===== config.mk =====
export PLATFORM = sky130hd
export DESIGN_NAME = pid_position_controller
export DESIGN_NICKNAME = d
export VERILOG_FILES = /design/src/rtl/pidpc_pkg.sv /design/src/rtl/pid_position_controller.sv
export SDC_FILE = /design/constraint.sdc
export NUM_CORES = 2
export LEC_CHECK = 0
export BUFFER_PORTS_ARGS = -buffer_cell sky130_fd_sc_hd__clkbuf_2
export CAP_MARGIN = 30
export CELL_PAD_IN_SITES_DETAIL_PLACEMENT = 1
export CELL_PAD_IN_SITES_GLOBAL_PLACEMENT = 1
export CORE_MARGIN = 4
export CORE_UTILIZATION = 44
export DETAILED_ROUTE_END_ITERATION = 8
export PLACE_DENSITY_LB_ADDON = 0.1
export SLEW_MARGIN = 10
export SYNTH_ARGS = -nofsm -noshare
export SYNTH_HDL_FRONTEND = slang
export SYNTH_SLANG_ARGS = --single-unit

===== constraint.sdc =====
create_clock -name clk -period 12.7 [get_ports clk]
set_input_delay 1.27 -clock clk [delete_from_list [all_inputs] [get_ports clk]]
set_output_delay 1.27 -clock clk [all_outputs]
set_load 0.01 [all_outputs]

===== src/rtl/pidpc_pkg.sv =====
`default_nettype none
// ----------------------------------------------------------------------------
// pidpc_pkg
// Register indexes, field widths and fixed limits of the position controller.
// ----------------------------------------------------------------------------
package pidpc_pkg;

  localparam int unsigned CFG_IDX_W  = 3;
  localparam int unsigned CFG_DATA_W = 16;

  typedef logic [CFG_IDX_W-1:0] cfg_idx_t;

  localparam cfg_idx_t REG_SETPOINT = 3'd0;
  localparam cfg_idx_t REG_KP       = 3'd1;
  localparam cfg_idx_t REG_KI       = 3'd2;
  localparam cfg_idx_t REG_KD       = 3'd3;
  localparam cfg_idx_t REG_ENABLE   = 3'd4;
  localparam cfg_idx_t REG_MODE     = 3'd5;

  localparam logic signed [16:0] INTEGRAL_WINDOW = 17'sd50;
  localparam logic [22:0]        DRIVE_MAX       = 23'd8388607;
  // largest drive magnitude whose command stays inside the clamp
  localparam logic [22:0]        DRIVE_CMD_KNEE  = 23'd635;
  localparam logic [10:0]        COMMAND_LIMIT   = 11'd1280;

  localparam logic [15:0] KP_RESET = 16'd256;
  localparam logic [7:0]  KI_RESET = 8'd51;
  localparam logic [15:0] KD_RESET = 16'd256;

endpackage

`default_nettype wire


===== src/rtl/pid_position_controller.sv =====
`default_nettype none
// ----------------------------------------------------------------------------
// pid_position_controller
// Position loop with windowed integral, derivative and clamped command output.
// ----------------------------------------------------------------------------
// One sample is taken per clock cycle unless the input is stalled. Its result
// is presented on the outputs behind two register stages: the first holds the
// three gain products, the second the drive and command. The error, integral
// and previous error state close their loop in the cycle of the input transfer,
// so samples may follow each other in every cycle. Input stalls only while the
// product stage is full and the held result is stalled. Configuration is applied
// to the next sample taken. Configuration is to be written only while no sample
// is in flight; the block itself does not enforce this.
module pid_position_controller (
  input  wire                                 clk,
  input  wire                                 rst_n,
  // configuration write channel
  input  wire                                 cfg_valid,
  output logic                                cfg_ready,
  input  wire  [pidpc_pkg::CFG_IDX_W-1:0]     cfg_index,
  input  wire  [pidpc_pkg::CFG_DATA_W-1:0]    cfg_data,
  // sample channel
  input  wire                                 in_valid,
  output logic                                in_stall,
  input  wire  signed [15:0]                  in_measured_position,
  // result channel
  output logic                                out_valid,
  input  wire                                 out_stall,
  output logic signed [23:0]                  out_drive,
  output logic signed [11:0]                  out_command,
  output logic                                out_command_is_accel,
  output logic signed [16:0]                  out_error_value,
  output logic signed [18:0]                  out_derivative_value
);

  // configuration registers
  logic signed [15:0] setpoint_r;
  logic [15:0]        kp_r;
  logic [7:0]         ki_r;
  logic [15:0]        kd_r;
  logic               run_enable_r;
  logic               output_mode_r;

  // loop state
  logic signed [16:0] prev_err_r, prev_err_nxt;
  logic signed [31:0] integ_r, integ_nxt;

  // product stage
  logic               s1_valid_r;
  logic signed [34:0] pp_r;
  logic signed [40:0] pi_r;
  logic signed [35:0] pd_r;
  logic signed [16:0] s1_err_r;
  logic signed [18:0] s1_deriv_r;
  logic               s1_mode_r;

  logic in_xfer, s1_advance, res_free;

  assign cfg_ready  = 1'b1;
  assign res_free   = !out_valid || !out_stall;
  assign s1_advance = s1_valid_r && res_free;
  assign in_stall   = s1_valid_r && !res_free;
  assign in_xfer    = in_valid && !in_stall;

  always_ff @(posedge clk) begin
    if (!rst_n) begin
      setpoint_r    <= '0;
      kp_r          <= pidpc_pkg::KP_RESET;
      ki_r          <= pidpc_pkg::KI_RESET;
      kd_r          <= pidpc_pkg::KD_RESET;
      run_enable_r  <= 1'b1;
      output_mode_r <= 1'b0;
    end else if (cfg_valid && cfg_ready) begin
      unique case (cfg_index)
        pidpc_pkg::REG_SETPOINT: setpoint_r    <= $signed(cfg_data[15:0]);
        pidpc_pkg::REG_KP:       kp_r          <= cfg_data[15:0];
        pidpc_pkg::REG_KI:       ki_r          <= cfg_data[7:0];
        pidpc_pkg::REG_KD:       kd_r          <= cfg_data[15:0];
        pidpc_pkg::REG_ENABLE:   run_enable_r  <= cfg_data[0];
        pidpc_pkg::REG_MODE:     output_mode_r <= cfg_data[0];
        default: ;
      endcase
    end
  end

  // ---- error, integral and derivative of the incoming sample
  logic signed [16:0] err;
  logic signed [32:0] integ_sum;
  logic signed [31:0] integ_sat;
  logic               in_window;
  logic signed [17:0] err_diff;
  logic signed [18:0] deriv;
  logic signed [34:0] pp;
  logic signed [40:0] pi;
  logic signed [35:0] pd;

  always_comb begin
    err       = {in_measured_position[15], in_measured_position}
              - {setpoint_r[15], setpoint_r};
    in_window = (err < pidpc_pkg::INTEGRAL_WINDOW) && (err > -pidpc_pkg::INTEGRAL_WINDOW);
    integ_sum = {integ_r[31], integ_r} + {{16{err[16]}}, err};
    if (integ_sum[32] != integ_sum[31]) begin
      integ_sat = integ_sum[32] ? 32'sh8000_0000 : 32'sh7fff_ffff;
    end else begin
      integ_sat = integ_sum[31:0];
    end
    err_diff = {err[16], err} - {prev_err_r[16], prev_err_r};
    deriv    = {err_diff, 1'b0};

    if (!run_enable_r) begin
      // disabled: state clears and drive, command, error and derivative are zero
      integ_nxt    = '0;
      prev_err_nxt = '0;
      err          = '0;
      deriv        = '0;
    end else begin
      integ_nxt    = in_window ? integ_sat : 32'sd0;
      prev_err_nxt = err;
    end

    pp = $signed({1'b0, kp_r}) * err;
    pi = $signed({1'b0, ki_r}) * integ_nxt;
    pd = $signed({1'b0, kd_r}) * deriv;
  end

  always_ff @(posedge clk) begin
    if (!rst_n) begin
      prev_err_r <= '0;
      integ_r    <= '0;
      s1_valid_r <= 1'b0;
    end else begin
      if (in_xfer) begin
        prev_err_r <= prev_err_nxt;
        integ_r    <= integ_nxt;
        s1_valid_r <= 1'b1;
      end else if (s1_advance) begin
        s1_valid_r <= 1'b0;
      end
    end
  end

  always_ff @(posedge clk) begin
    if (in_xfer) begin
      pp_r       <= pp;
      pi_r       <= pi;
      pd_r       <= pd;
      s1_err_r   <= err;
      s1_deriv_r <= deriv;
      s1_mode_r  <= output_mode_r;
    end
  end

  // ---- drive and command
  logic signed [42:0] acc;
  logic [42:0]        acc_mag;
  logic [34:0]        mag_int;
  logic [22:0]        mag_sat;
  logic               err_neg;
  logic signed [23:0] drive;
  logic [10:0]        twice_mag;
  logic [11:0]        twice_mag_p1;
  logic [19:0]        recip_prod;
  logic [10:0]        cmd_q;
  logic [10:0]        cmd_mag;
  logic signed [11:0] command;

  always_comb begin
    acc     = {{8{pp_r[34]}}, pp_r} + {{2{pi_r[40]}}, pi_r} + {{7{pd_r[35]}}, pd_r};
    acc_mag = acc[42] ? 43'(-acc) : acc;
    mag_int = acc_mag[42:8];
    mag_sat = (mag_int > 35'(pidpc_pkg::DRIVE_MAX)) ? pidpc_pkg::DRIVE_MAX : mag_int[22:0];
    err_neg = s1_err_r[16];
    drive   = err_neg ? -$signed({1'b0, mag_sat}) : $signed({1'b0, mag_sat});

    // mag*256/127 = 2*mag + floor(2*mag/127); the last term via (t+1)*129 >> 14
    twice_mag    = {mag_sat[9:0], 1'b0};
    twice_mag_p1 = {1'b0, twice_mag} + 12'd1;
    recip_prod   = {twice_mag_p1, 7'd0} + {8'd0, twice_mag_p1};
    cmd_q        = twice_mag + {5'd0, recip_prod[19:14]};
    cmd_mag      = (mag_sat > pidpc_pkg::DRIVE_CMD_KNEE) ? pidpc_pkg::COMMAND_LIMIT : cmd_q;
    // command has the opposite sign to the drive
    command      = err_neg ? $signed({1'b0, cmd_mag}) : -$signed({1'b0, cmd_mag});
  end

  always_ff @(posedge clk) begin
    if (!rst_n) begin
      out_valid <= 1'b0;
    end else if (res_free) begin
      out_valid <= s1_valid_r;
    end
  end

  always_ff @(posedge clk) begin
    if (s1_advance) begin
      out_drive            <= drive;
      out_command          <= command;
      out_command_is_accel <= s1_mode_r;
      out_error_value      <= s1_err_r;
      out_derivative_value <= s1_deriv_r;
    end
  end

  // ---- assertions
  a_cmd_range: assert property (@(posedge clk) disable iff (!rst_n)
    out_valid |-> (out_command <= 12'sd1280) && (out_command >= -12'sd1280))
    else $error("command outside clamp");

  a_cmd_sign: assert property (@(posedge clk) disable iff (!rst_n)
    (out_valid && (out_drive != 24'sd0)) |-> (out_command[11] != out_drive[23]))
    else $error("command sign does not oppose drive");

  a_stall_full: assert property (@(posedge clk) disable iff (!rst_n)
    in_stall |-> (s1_valid_r && out_valid))
    else $error("input stalled with product stage free");

  a_disable_clear: assert property (@(posedge clk) disable iff (!rst_n)
    (in_xfer && !run_enable_r) |=> ((prev_err_r == 17'sd0) && (integ_r == 32'sd0)))
    else $error("state not cleared while disabled");

endmodule

`default_nettype wire


==> results.md <==
- The initial antenna violation count was 11.
- The synthesized design spends more area on one cell type than any other, namely sky130_fd_sc_hd__fa_1.
- The total routing usage reported by global routing is a little over a quarter.
- For the pin with the worst max-slew slack, the measured transition is 0.936 ns.
- Yosys printed 0 warnings.
- Clock skew on the completed layout was measured at 0.0413 ns.
- The count of max-cap constraint violations is 0.
- After synthesis, the largest area contributor takes up 30.8% of total cell area.
- In the routed design, unresolved DRC markers number 0.
- The final hold violation count is 0.
- The number of fillers in the final layout is 12800.
- Measured along the x axis, the die boundary spans 340 µm.
- The final total power is about 8 mW.
- Setup violations remaining at the end of the flow were counted as 0.
- For the worst-skew pair, the clock arrives at the later sink with an insertion delay of 0.63 ns.
- The fraction of registers with async set or reset after synthesis is 0%.
- The worst relative slew slack is roughly 37%.
- The library cell used most frequently in the layout, excluding fill and tap cells, is sky130_fd_sc_hd__inv_1.
- The end-of-flow core utilization is 49.3%.
- Summing all non-filler instances in the final layout gives an area of ~54000 µm².
- The library cells used most frequently in the layout, excluding fill and tap cells, are 994 x sky130_fd_sc_hd__inv_1, 798 x sky130_fd_sc_hd__nand2_1, 745 x sky130_fd_sc_hd__fa_1.
- The critical path's largest stage delay is 0.57 ns.
- Counting instances, the worst hold path has a depth of 0.
- The time the worst path needs with I/O delays and setup is between 10 and 15 ns.
- After detailed placement, the total cell area comes to approximately 52000 µm².
- TritonCTS built the clock tree.
- IR analysis of the VDD net gives a maximum drop of roughly 0.16 mV.
- Summed over all layers, the global routing overflow is 0.
- The type of the setup path with the least slack is in -> reg.
- The number of buffers added to fix hold violations after cts is 0.
- The cell sitting at the root of the clock tree is a sky130_fd_sc_hd__clkbuf_16.
- The portion of the clock cycle consumed by the worst path in the final layout is 94.1%.
- The run finished with clean final reports.
- The congestion estimate from routability-driven global placement came to 0.878.
- The first global-routing pass estimated 241000 µm of wire.
- The tree built by TritonCTS fans out to approximately 330 sinks.
- The die is between 300 and 400 µm tall.
- The area enclosed by the die boundary is 116000 µm².
- For this design the static power due to leakage is 26.2 nW.
- The number of clock buffers added by TritonCTS is 42.
- After clock tree synthesis, the clock-pin slew on the worst setup and hold paths is 0.07 ns.
- The post-synthesis instance area is about 48000 µm².
- The top-level port count is 116.
- The required time of the critical path is about 13 ns.
- The worst hold-check path type is reg -> reg.
- The standard cell with the maximum stage delay on the critical path is sky130_fd_sc_hd__fa_1.
- After synthesis the netlist holds a flip-flop and latch count of 327.
- The share of layout cells above drive strength 1 is around 9.8%.
- The sequential cell area fraction in the yosys report is 18.0%.
- The number of buffers inserted by port buffering is about 110.
- After detailed routing, the number of vias per cell comes to 5.33.
- The most used flip-flop cell after synthesis is sky130_fd_sc_hd__edfxtp_1.
- After synthesis, the cell types taking the most area are sky130_fd_sc_hd__fa_1 31%, sky130_fd_sc_hd__edfxtp_1 13%, sky130_fd_sc_hd__ha_1 11%, sky130_fd_sc_hd__inv_1 7.7%, sky130_fd_sc_hd__nand2_1 6.2%.
- The initial standard-cell utilization of the core is 44.4%.
- The antenna violation net count after detailed routing is 0.
- The timing-limited maximum frequency is approximately 84 MHz.
- The capture point of the worst reg-to-reg path is pi_r[38]$_DFFE_PP_.
- The via count is between 30000 and 40000.
- The maximum number of buffers from clock root to sink is 3.
- After detailed routing, the total wire length is 153000 µm.
- The net count of the finished layout is 6829.
- Of all nets on the critical path, the largest fanout is 17.
- The element type at the critical path end is a flop.
- The launch instance of the worst register-to-register path is setpoint_r[1]$_SDFFE_PN0P_.
- Yosys mapped a number of flops with a built-in enable equal to between 200 and 250.
- The via count of the first global-routing pass came to 41000.
- Entering global routing, the biggest net connects between 150 and 200 pins.
- The signed area change from the synthesized netlist to the final layout is 11.1%.
- The worst setup path is launched from an input port.
- The average detailed-routed wire length per instance is approximately 21 µm.
- The row count is approximately 120.
- The worst hold path begins at s1_deriv_r[15]$_DFFE_PP_.
- For hold timing, the worst endpoint is out_derivative_value[15]$_DFFE_PP_.
- At the worst endpoint, the arrival time is 12.31 ns.
- The number of cells on the worst reg-to-reg path is 55.
- The first detailed-routing pass took 7 iterations.
- After synthesis, the netlist uses 100 different library cells.
- For this design the ratio of total power to cell area is 147 nW/µm².
- The level count of the clock H-tree is 2.
- Setup slack on the worst reg-to-reg path comes out at 1.10 ns.
- The HPWL after detailed placement is 129000 µm.
- The core outline area is 109000 µm².
- The average instance area after synthesis is 8.95 µm².
- When the netlist entered floorplanning its net count stood at 6618.
- The cell count after synthesis came out at 5419.
- The max-slew violation count is 0.
- The first routing iteration left 2265 violations.
-- power by group --
group	switching (mW)	leakage, nW	internal [mW]
logic	3.38	22.5	1.89
clock network	0.523	0.671	0.719
registers	0.0825	3.01	1.31
-- metrics by stage --
stage                     worst slack, ns  hold WS (ns)  std cells  TNS (ns)
final                               0.754         0.389       7139         0
after global routing             -0.00705         0.387       7136   -0.0110
after CTS                           0.351         0.372       7134         0
after detailed placement           -0.281         0.406       7060    -0.705
after global placement             0.0868         0.402       7058         0
after floorplan                    0.0149         0.400       5419         0
-- area by class of cell --
| class | count | area (µm²) | area share, % |
|---|---|---|---|
| Tap cell | 1476 | 1850 | 3.43 |
| Timing Repair Buffer | 415 | 2980 | 5.54 |
| Clock buffer | 47 | 1080 | 2.00 |
| Sequential cell | 327 | 8730 | 16.2 |
| Inverter | 998 | 3750 | 6.97 |
| Antenna cell | 3 | 7.51 | 0.0139 |
| Clock inverter | 27 | 312 | 0.578 |
| Multi-Input combinational cell | 3846 | 35100 | 65.3 |
-- what timing repair did --
item | in CTS | in global routing
gates resized for setup | 0 | 21
buffers inserted | 0 | 2
setup endpoints to repair | 0 | 10
-- how the worst max path moves through the flow --
stage | start | end | slack (ns) | cells past startpoint
after detailed placement | in_measured_position[1] | pi_r[40]$_DFFE_PP_ | -0.28 | 51
final | in_measured_position[1] | pi_r[38]$_DFFE_PP_ | 0.75 | 55
after floorplan | in_measured_position[0] | pi_r[40]$_DFFE_PP_ | 0.01 | 59
after CTS | in_measured_position[1] | pi_r[40]$_DFFE_PP_ | 0.35 | 51
after global routing | in_measured_position[0] | pi_r[38]$_DFFE_PP_ | -0.007 | 57
after global placement | in_measured_position[0] | pi_r[40]$_DFFE_PP_ | 0.09 | 61
-- worst max-delay path, delay by kind of cell --
kind | cells | cell delay, ns
buffers and inverters | 7 | 0.95
AND/OR/NAND/NOR | 9 | 1.10
XOR/XNOR | 1 | 0.16
AO/OA/AOI/OAI | 30 | 5.52
adder cells (fa/ha/maj) | 8 | 3.29
-- routing by layer --
| metal | global-route usage [%] | up-vias | routed length (µm) |
|---|---|---|---|
| met4 | 8.25 | 4 | 5470 |
| li1 | - | 17700 | - |
| met2 | 42.5 | 785 | 69100 |
| met3 | 4.44 | 184 | 8520 |
| met5 | 0 | - | 21 |
| met1 | 37.6 | 19400 | 70400 |
-- cells by family after synthesis --
| kind of cell | share of synthesized area, % |
|---|---|
| AOI/OAI and AO/OA | 9.62 |
| DFF | 18.0 |
| muxes | 0.436 |
| and+or+nand+nor | 16.9 |
| other | 0.0155 |
| adders and majority gates | 41.4 |
| buffers and inverters | 9.74 |
| xor gates and xnor gates | 3.86 |
-- state kept, by name, summed over array words and instances, names as in the netlist, 16 cells and up --
name / flops
integ_r: 32
kd_r: 16
kp_r: 16
out_derivative_value: 18
out_drive: 24
out_error_value: 17
pd_r: 35
pi_r: 41
pp_r: 34
prev_err_r: 17
s1_deriv_r: 18
s1_err_r: 17
setpoint_r: 16
-- cell usage after synthesis (24+ instances only) --
| cell | count |
|---|---|
| sky130_fd_sc_hd__or2_2 | 26 |
| sky130_fd_sc_hd__xnor2_1 | 146 |
| sky130_fd_sc_hd__o21a_1 | 32 |
| sky130_fd_sc_hd__nand2b_1 | 36 |
| sky130_fd_sc_hd__nor2_1 | 268 |
| sky130_fd_sc_hd__dfxtp_1 | 109 |
| sky130_fd_sc_hd__ha_1 | 414 |
| sky130_fd_sc_hd__o21ai_0 | 142 |
| sky130_fd_sc_hd__buf_1 | 24 |
| sky130_fd_sc_hd__clkbuf_1 | 208 |
| sky130_fd_sc_hd__and2_1 | 110 |
| sky130_fd_sc_hd__a21boi_0 | 91 |
| sky130_fd_sc_hd__xor2_1 | 68 |
| sky130_fd_sc_hd__nand2_1 | 798 |
| sky130_fd_sc_hd__edfxtp_1 | 218 |
| sky130_fd_sc_hd__and3_1 | 238 |
| sky130_fd_sc_hd__a21oi_1 | 166 |
| sky130_fd_sc_hd__a21o_1 | 58 |
| sky130_fd_sc_hd__inv_1 | 995 |
| sky130_fd_sc_hd__nor2b_1 | 40 |
| sky130_fd_sc_hd__nor3_1 | 64 |
| sky130_fd_sc_hd__fa_1 | 745 |
| sky130_fd_sc_hd__nand3_1 | 76 |
| sky130_fd_sc_hd__a31oi_1 | 28 |
(Power assumes the default switching activity.)
